===== src/sv/mftep_pkg.sv =====
// ----------------------------------------------------------------------------
// mftep_pkg
// shared types and constants of the midi file track event parser
// ----------------------------------------------------------------------------
`default_nettype none

package mftep_pkg;

  localparam int MAX_VLQ_BYTES_DEF = 4;
  localparam int VLQ_CNT_W         = 2;
  localparam int DELTA_W           = 28;
  localparam int OUT_DATA_W        = 56;

  localparam logic [7:0] STATUS_MIN   = 8'h80;
  localparam logic [7:0] VOICE_MAX    = 8'hEF;
  localparam logic [7:0] SYSTEM_MIN   = 8'hF0;
  localparam logic [7:0] META_STATUS  = 8'hFF;
  localparam logic [7:0] META_EOT     = 8'h2F;
  localparam logic [3:0] HI_PROGRAM   = 4'hC;
  localparam logic [3:0] HI_PRESSURE  = 4'hD;

  typedef enum logic [1:0] {
    KIND_VOICE     = 2'd0,
    KIND_END       = 2'd1,
    KIND_NO_STATUS = 2'd2,
    KIND_SYSTEM    = 2'd3
  } event_kind_t;

  typedef enum logic [7:0] {
    PH_DELTA     = 8'b0000_0001,
    PH_STATUS    = 8'b0000_0010,
    PH_DATA1     = 8'b0000_0100,
    PH_DATA2     = 8'b0000_1000,
    PH_META_TYPE = 8'b0001_0000,
    PH_META_LEN  = 8'b0010_0000,
    PH_META_SKIP = 8'b0100_0000,
    PH_HALTED    = 8'b1000_0000
  } phase_t;

  function automatic logic one_data_byte(input logic [7:0] st);
    return (st[7:4] == HI_PROGRAM) || (st[7:4] == HI_PRESSURE);
  endfunction

endpackage

`default_nettype wire


===== src/sv/midi_file_track_event_parser_unit.sv =====
// ----------------------------------------------------------------------------
// midi_file_track_event_parser_unit
// parses a standard midi file track one byte per word into decoded events
// ----------------------------------------------------------------------------
// usage
//   s_axis carries one track byte per word; s_axis_tuser high means restart,
//   which clears the parser and running status (also after end of track)
//   m_axis carries one decoded event per word, kind in m_axis_tuser
//   a word is taken in an input register, parsed by the state logic once the
//   output register can take a word, and the event, if any, lands in the
//   output register
//   throughput is one byte per cycle while m_axis does not stall, set by the
//   single parser state update per byte; bytes that give no event (delta,
//   meta, first data byte) are consumed without showing anything on m_axis
//   when m_axis stalls, the output register holds its word and the input
//   register holds one more byte; s_axis_tready falls only while both are full
//   rst clears the parser state and both valid flags; s_axis_tready is high
//   from the first cycle after reset
// ----------------------------------------------------------------------------
`default_nettype none

module midi_file_track_event_parser_unit
  import mftep_pkg::*;
#(
  parameter int MAX_VLQ_BYTES = MAX_VLQ_BYTES_DEF
) (
  input  wire logic                  clk,
  input  wire logic                  rst,
  input  wire logic                  s_axis_tvalid,
  output logic                       s_axis_tready,
  input  wire logic [7:0]            s_axis_tdata,   // track_byte
  input  wire logic                  s_axis_tuser,   // req_type
  output logic                       m_axis_tvalid,
  input  wire logic                  m_axis_tready,
  // delta_ticks, status_value, first_data, second_data, data_count,
  // status_implied, zero fill
  output logic [OUT_DATA_W-1:0]      m_axis_tdata,
  output logic [1:0]                 m_axis_tuser    // event_kind
);

  logic                 in_valid;
  logic                 in_restart;
  logic [7:0]           in_byte;

  phase_t               phase, phase_next;
  logic [DELTA_W-1:0]   delta_accum, delta_accum_next;
  logic [VLQ_CNT_W-1:0] vlq_count, vlq_count_next;
  logic [7:0]           running_status, running_status_next;
  logic [6:0]           held_first_data, held_first_data_next;
  logic [DELTA_W-1:0]   meta_skip_left, meta_skip_left_next;
  logic                 current_implied, current_implied_next;

  logic                 out_valid;
  logic [OUT_DATA_W-1:0] out_data;
  event_kind_t          out_kind;

  logic                 advance;
  logic                 fire;
  logic [VLQ_CNT_W:0]   vlq_inc;
  logic                 vlq_last;
  logic [DELTA_W-1:0]   delta_shift;
  logic [DELTA_W-1:0]   skip_shift;
  logic [DELTA_W-1:0]   skip_dec;

  logic                 emit;
  event_kind_t          e_kind;
  logic [7:0]           e_status;
  logic [6:0]           e_first;
  logic [6:0]           e_second;
  logic [1:0]           e_count;
  logic                 e_implied;

  assign advance       = !out_valid || m_axis_tready;
  assign fire          = in_valid && advance;
  assign s_axis_tready = !in_valid || advance;

  assign vlq_inc     = {1'b0, vlq_count} + (VLQ_CNT_W+1)'(1);
  assign vlq_last    = !in_byte[7] || (vlq_inc >= (VLQ_CNT_W+1)'(MAX_VLQ_BYTES));
  assign delta_shift = {delta_accum[DELTA_W-8:0], in_byte[6:0]};
  assign skip_shift  = {meta_skip_left[DELTA_W-8:0], in_byte[6:0]};
  assign skip_dec    = meta_skip_left - DELTA_W'(1);

  always_comb begin
    phase_next           = phase;
    delta_accum_next     = delta_accum;
    vlq_count_next       = vlq_count;
    running_status_next  = running_status;
    held_first_data_next = held_first_data;
    meta_skip_left_next  = meta_skip_left;
    current_implied_next = current_implied;
    emit      = 1'b0;
    e_kind    = KIND_VOICE;
    e_status  = '0;
    e_first   = '0;
    e_second  = '0;
    e_count   = '0;
    e_implied = 1'b0;

    if (in_restart) begin
      phase_next           = PH_DELTA;
      delta_accum_next     = '0;
      vlq_count_next       = '0;
      running_status_next  = '0;
      held_first_data_next = '0;
      meta_skip_left_next  = '0;
      current_implied_next = 1'b0;
    end else begin
      unique case (phase)
        PH_HALTED: begin
        end
        PH_STATUS: begin
          if (in_byte >= STATUS_MIN && in_byte <= VOICE_MAX) begin
            running_status_next  = in_byte;
            current_implied_next = 1'b0;
            phase_next           = PH_DATA1;
          end else if (in_byte == META_STATUS) begin
            phase_next = PH_META_TYPE;
          end else if (in_byte >= SYSTEM_MIN) begin
            running_status_next = '0;
            emit     = 1'b1;
            e_kind   = KIND_SYSTEM;
            e_status = in_byte;
            phase_next       = PH_DELTA;
            delta_accum_next = '0;
            vlq_count_next   = '0;
          end else if (running_status == '0) begin
            emit    = 1'b1;
            e_kind  = KIND_NO_STATUS;
            e_first = in_byte[6:0];
            phase_next       = PH_DELTA;
            delta_accum_next = '0;
            vlq_count_next   = '0;
          end else begin
            current_implied_next = 1'b1;
            held_first_data_next = in_byte[6:0];
            if (one_data_byte(running_status)) begin
              emit      = 1'b1;
              e_kind    = KIND_VOICE;
              e_status  = running_status;
              e_first   = in_byte[6:0];
              e_count   = 2'd1;
              e_implied = 1'b1;
              phase_next       = PH_DELTA;
              delta_accum_next = '0;
              vlq_count_next   = '0;
            end else begin
              phase_next = PH_DATA2;
            end
          end
        end
        PH_DATA1: begin
          held_first_data_next = in_byte[6:0];
          if (one_data_byte(running_status)) begin
            emit      = 1'b1;
            e_kind    = KIND_VOICE;
            e_status  = running_status;
            e_first   = in_byte[6:0];
            e_count   = 2'd1;
            e_implied = current_implied;
            phase_next       = PH_DELTA;
            delta_accum_next = '0;
            vlq_count_next   = '0;
          end else begin
            phase_next = PH_DATA2;
          end
        end
        PH_DATA2: begin
          emit      = 1'b1;
          e_kind    = KIND_VOICE;
          e_status  = running_status;
          e_first   = held_first_data;
          e_second  = in_byte[6:0];
          e_count   = 2'd2;
          e_implied = current_implied;
          phase_next       = PH_DELTA;
          delta_accum_next = '0;
          vlq_count_next   = '0;
        end
        PH_META_TYPE: begin
          if (in_byte == META_EOT) begin
            emit       = 1'b1;
            e_kind     = KIND_END;
            phase_next = PH_HALTED;
          end else begin
            meta_skip_left_next = '0;
            vlq_count_next      = '0;
            phase_next          = PH_META_LEN;
          end
        end
        PH_META_LEN: begin
          meta_skip_left_next = skip_shift;
          vlq_count_next      = vlq_inc[VLQ_CNT_W-1:0];
          if (vlq_last) begin
            if (skip_shift == '0) begin
              phase_next       = PH_DELTA;
              delta_accum_next = '0;
              vlq_count_next   = '0;
            end else begin
              phase_next = PH_META_SKIP;
            end
          end
        end
        PH_META_SKIP: begin
          meta_skip_left_next = skip_dec;
          if (skip_dec == '0) begin
            phase_next       = PH_DELTA;
            delta_accum_next = '0;
            vlq_count_next   = '0;
          end
        end
        PH_DELTA: begin
          delta_accum_next = delta_shift;
          if (vlq_last) begin
            vlq_count_next = '0;
            phase_next     = PH_STATUS;
          end else begin
            vlq_count_next = vlq_inc[VLQ_CNT_W-1:0];
          end
        end
        default: begin
          phase_next       = PH_DELTA;
          delta_accum_next = '0;
          vlq_count_next   = '0;
        end
      endcase
    end
  end

  // input register
  always_ff @(posedge clk) begin
    if (rst) begin
      in_valid <= 1'b0;
    end else if (s_axis_tvalid && s_axis_tready) begin
      in_valid <= 1'b1;
    end else if (advance) begin
      in_valid <= 1'b0;
    end
  end

  always_ff @(posedge clk) begin
    if (s_axis_tvalid && s_axis_tready) begin
      in_restart <= s_axis_tuser;
      in_byte    <= s_axis_tdata;
    end
  end

  // parser state
  always_ff @(posedge clk) begin
    if (rst) begin
      phase           <= PH_DELTA;
      delta_accum     <= '0;
      vlq_count       <= '0;
      running_status  <= '0;
      held_first_data <= '0;
      meta_skip_left  <= '0;
      current_implied <= 1'b0;
    end else if (fire) begin
      phase           <= phase_next;
      delta_accum     <= delta_accum_next;
      vlq_count       <= vlq_count_next;
      running_status  <= running_status_next;
      held_first_data <= held_first_data_next;
      meta_skip_left  <= meta_skip_left_next;
      current_implied <= current_implied_next;
    end
  end

  // output register
  always_ff @(posedge clk) begin
    if (rst) begin
      out_valid <= 1'b0;
    end else if (fire && emit) begin
      out_valid <= 1'b1;
    end else if (m_axis_tready) begin
      out_valid <= 1'b0;
    end
  end

  always_ff @(posedge clk) begin
    if (fire && emit) begin
      out_kind <= e_kind;
      out_data <= {3'b000, e_implied, e_count, e_second, e_first, e_status,
                   delta_accum};
    end
  end

  assign m_axis_tvalid = out_valid;
  assign m_axis_tdata  = out_data;
  assign m_axis_tuser  = out_kind;

endmodule

`default_nettype wire


===== config.mk =====
export PLATFORM = sky130hd
export DESIGN_NAME = midi_file_track_event_parser_unit
export DESIGN_NICKNAME = d
export VERILOG_FILES = /design/src/sv/mftep_pkg.sv /design/src/sv/midi_file_track_event_parser_unit.sv
export SDC_FILE = /design/constraint.sdc
export NUM_CORES = 1
export LEC_CHECK = 0
export ABC_AREA = 1
export BUFFER_PORTS_ARGS = -buffer_cell sky130_fd_sc_hd__buf_2
export CORE_AREA = 2 2 166 87
export CTS_BUF_LIST = sky130_fd_sc_hd__clkbuf_8
export DETAILED_ROUTE_END_ITERATION = 16
export DIE_AREA = 0 0 168 89
export PLACE_DENSITY = 0.83
export SKIP_CTS_REPAIR_TIMING = 1
export SYNTH_ARGS = -nofsm -noshare
export SYNTH_HDL_FRONTEND = slang
export SYNTH_SLANG_ARGS = --single-unit

===== constraint.sdc =====
create_clock -name clk -period 3.6 [get_ports clk]
set_input_delay 0.72 -clock clk [delete_from_list [all_inputs] [get_ports clk]]
set_output_delay 0.72 -clock clk [all_outputs]
set_load 0.01 [all_outputs]

==> impl_metrics.toml <==
[worst_setup_path]
crit_family = "simple AND/OR/NAND/NOR gates"
crit_path_frequent_cell = "nor2_1"
critical_path.cell_chain = "nor2_1 > nand2_1 > inv_2 > nand4_2 > buf_4 > inv_2 > a21oi_1 > nand3_1 > nor2_2 > nand3_4 > nor2_1 > nor2_1"
timing_worst_setup_path_type = "flip-flop to flip-flop"
cp_slowest_cell = "nand3_4"
cp.required_ns = 3.95
max_stage_delay_ns = 0.49
crit_fanout = 45
crit_buf_inv = 3
cp-start-kind = "flip-flop"
end_kind = "flip-flop"
cp.arrival_ns = 3.46

[clocking]
clk_latency_ns = 0.47
cts_max_level = 4
clockRootBuffer = "clkbuf_8"
clock_sinks = 148
tritoncts = "built"
cts_buffers = 17
cts_buffer_depth = 2
path_clk_slew_ns = 0.09

[grt]
grt-ovfl-total = 0
grt_pass1_vias = 6806
grt_usage = 0.289
grt_pass1_wl_um = 33900
grt_max_degree = 48
antenna_found_initial = 0

[detailed_routing]
vias = 7332
drt-total-wl_um = 20800
drt_iter0_drc = 883
wl_per_cell_um = 15.7
vias_per_cell = 5.52
drt-pass1-iter-count = 5
drc = 0
final_antenna_net_count = 0

[logic_synthesis]
synth_edf_count = 64
yosys_warnings = 0
synth_commonest_cells = "nand2_1 (274), nor2_1 (169), inv_1 (140)"
yosys-top-cells-area = "edfxtp_1 (24%), dfxtp_1 (21%), nand2_1 (13%)"
synthesis.area_um2 = 7890
yosys.area.top_type = "edfxtp_1"
avgSynthCellArea_um2 = 7.32
synthArstFlopShare = 0
synth_top_area_share = 0.244
synthFlopType = "dfxtp_1"
yosysUniqueCellTypes = 45
ys_ff_latch = 148
seq_area_frac_synth = 0.457
synth_cells = 1078
synth.most_common_cell = "nand2_1"

[sta]
fin_setup_tns_ns = 0
setup_ws_ns = 0.492
maxSlewHeadroom = 0.515
slew_violations = 0
final_hold_viol_count = 0
setup_viol = 0
timing.fmax_mhz = 322
rsz0062_at_grt = "false"
post-route-period-util = 0.863
clock-skew-final_ns = 0.0155
fin_crit_ns = 3.11
tightest_slew_ns = 0.725

[run]
cap_violations = 0

[placement]
portBuffers = 69
dpl_worst_slack_ns = 0.622
place.detailed.hpwl_um = 14300
placed_cell_area_um2 = 8390
dp.cells = 1297
gp_congestion = 0.971

[die]
io_pins = 73
die_y_um = 89
die_w_um = 168
rows = 30
die_area_um2 = 15000
design.core.area_um2 = 13300
start_util = 0.592

[worst_hold_path]
holdCritPathClass = "input pin to flip-flop"

[final_layout]
regArea_um2 = 3600
finish.instance_area_um2 = 8800
drive_gt1_frac = 0.158
final_cells = 1329
multi_input_area_um2 = 3490
fillCellCount = 1148
syn2layout_area_growth_pct = 11.6
nets = 1156
antenna_cells = 0

[outcome]
outcome = "finished, final reports clean"

[power]
power_density_nw_per_um2 = 413
p_leak_uw = 0.00393
total_power_uw = 3630
ir_worst_vdd_mv = 0.255
-- registers in the layout, summed over array words and instances, names as in the netlist --
register         cells
in_valid             1
m_axis_tvalid        1
vlq_count            2
current_implied      1
delta_accum         28
meta_skip_left      28
m_axis_tuser         2
in_byte              8
m_axis_tdata        53
in_restart           1
phase                8
running_status       8
held_first_data      7
-- worst paths after layout --
path | start | end | slack [ns] | cells after the start
setup / recovery | phase[1] | delta_accum[5] | 0.49 | 12
hold / removal | s_axis_tdata[0] | in_byte[0] | 0.43 | 1
setup reg to reg | phase[1] | delta_accum[5] | 0.49 | 12
hold reg to reg | delta_accum[21] | m_axis_tdata[21] | 0.47 | 0
-- power by group --
group	total (uW)	internal, uW	switching [uW]
clock	1320	535	786
combinational	477	152	325
sequential	1830	1790	44.3
-- metrics by stage --
step	utilization	hold WS, ns
floorplan	-	0.430
global placement	0.630	0.449
detailed placement	0.630	0.443
CTS	0.661	0.412
global route	0.661	0.415
finish	0.661	0.431
-- cells in the final DEF (no fill, tap or decap), drive strengths merged, types with 2 or more instances in the layout --
| cell | synthesis | layout |
|---|---|---|
| nand2 | 289 | 289 |
| nor2 | 187 | 187 |
| inv | 152 | 161 |
| buf | 29 | 87 |
| dfxtp | 84 | 84 |
| edfxtp | 64 | 64 |
| a21oi | 63 | 63 |
| nand3 | 36 | 36 |
| o22ai | 34 | 34 |
| nand4 | 31 | 31 |
| o21ai | 31 | 31 |
| clkbuf | 17 | 17 |
| a22oi | 15 | 15 |
| nor3 | 9 | 9 |
| or2 | 8 | 8 |
| clkinv | 2 | 7 |
| a211oi | 4 | 4 |
| ha | 3 | 3 |
| conb | 1 | 3 |
| xor2 | 3 | 3 |
| o31ai | 3 | 3 |
| xnor2 | 2 | 2 |
| a32oi | 2 | 2 |
| a31oi | 2 | 2 |
| nor4 | 2 | 2 |
-- cell type report --
class | instances | share of cell area
Sequential cell | 148 | 0.409
Multi-Input combinational cell | 732 | 0.397
Inverter | 154 | 0.0657
Timing Repair Buffer | 87 | 0.0560
Clock buffer | 17 | 0.0266
Tap cell | 176 | 0.0250
Clock inverter | 15 | 0.0205
-- worst reg2reg max path, cell delays in order, from the launching register on --
cell	delay (ns)
dfxtp_1	0.45
nor2_1	0.11
nand2_1	0.13
inv_2	0.06
nand4_2	0.06
buf_4	0.34
inv_2	0.17
a21oi_1	0.18
nand3_1	0.11
nor2_2	0.47
nand3_4	0.50
nor2_1	0.32
nor2_1	0.09
-- per-layer routing --
metal,vias to the layer above,wire length [um],GRT usage
li1,3603,-,-
met1,3397,9350,0.389
met5,-,0,0
met2,283,9610,0.483
met4,0,433,0.0988
met3,49,1420,0.0514
-- logic make-up (layout without fill, tap and decap cells) --
family | Yosys count | count (layout) | synth area share
AND/OR/NAND/NOR | 564 | 564 | 0.314
buffers and inverters | 200 | 273 | 0.102
AO/OA/AOI/OAI | 157 | 157 | 0.116
flip-flops | 148 | 148 | 0.457
XOR/XNOR | 5 | 5 | 0.00651
adder cells (fa/ha/maj) | 3 | 3 | 0.00476
other | 1 | 3 | 0.000475
Power figures use the tool's default switching activity.
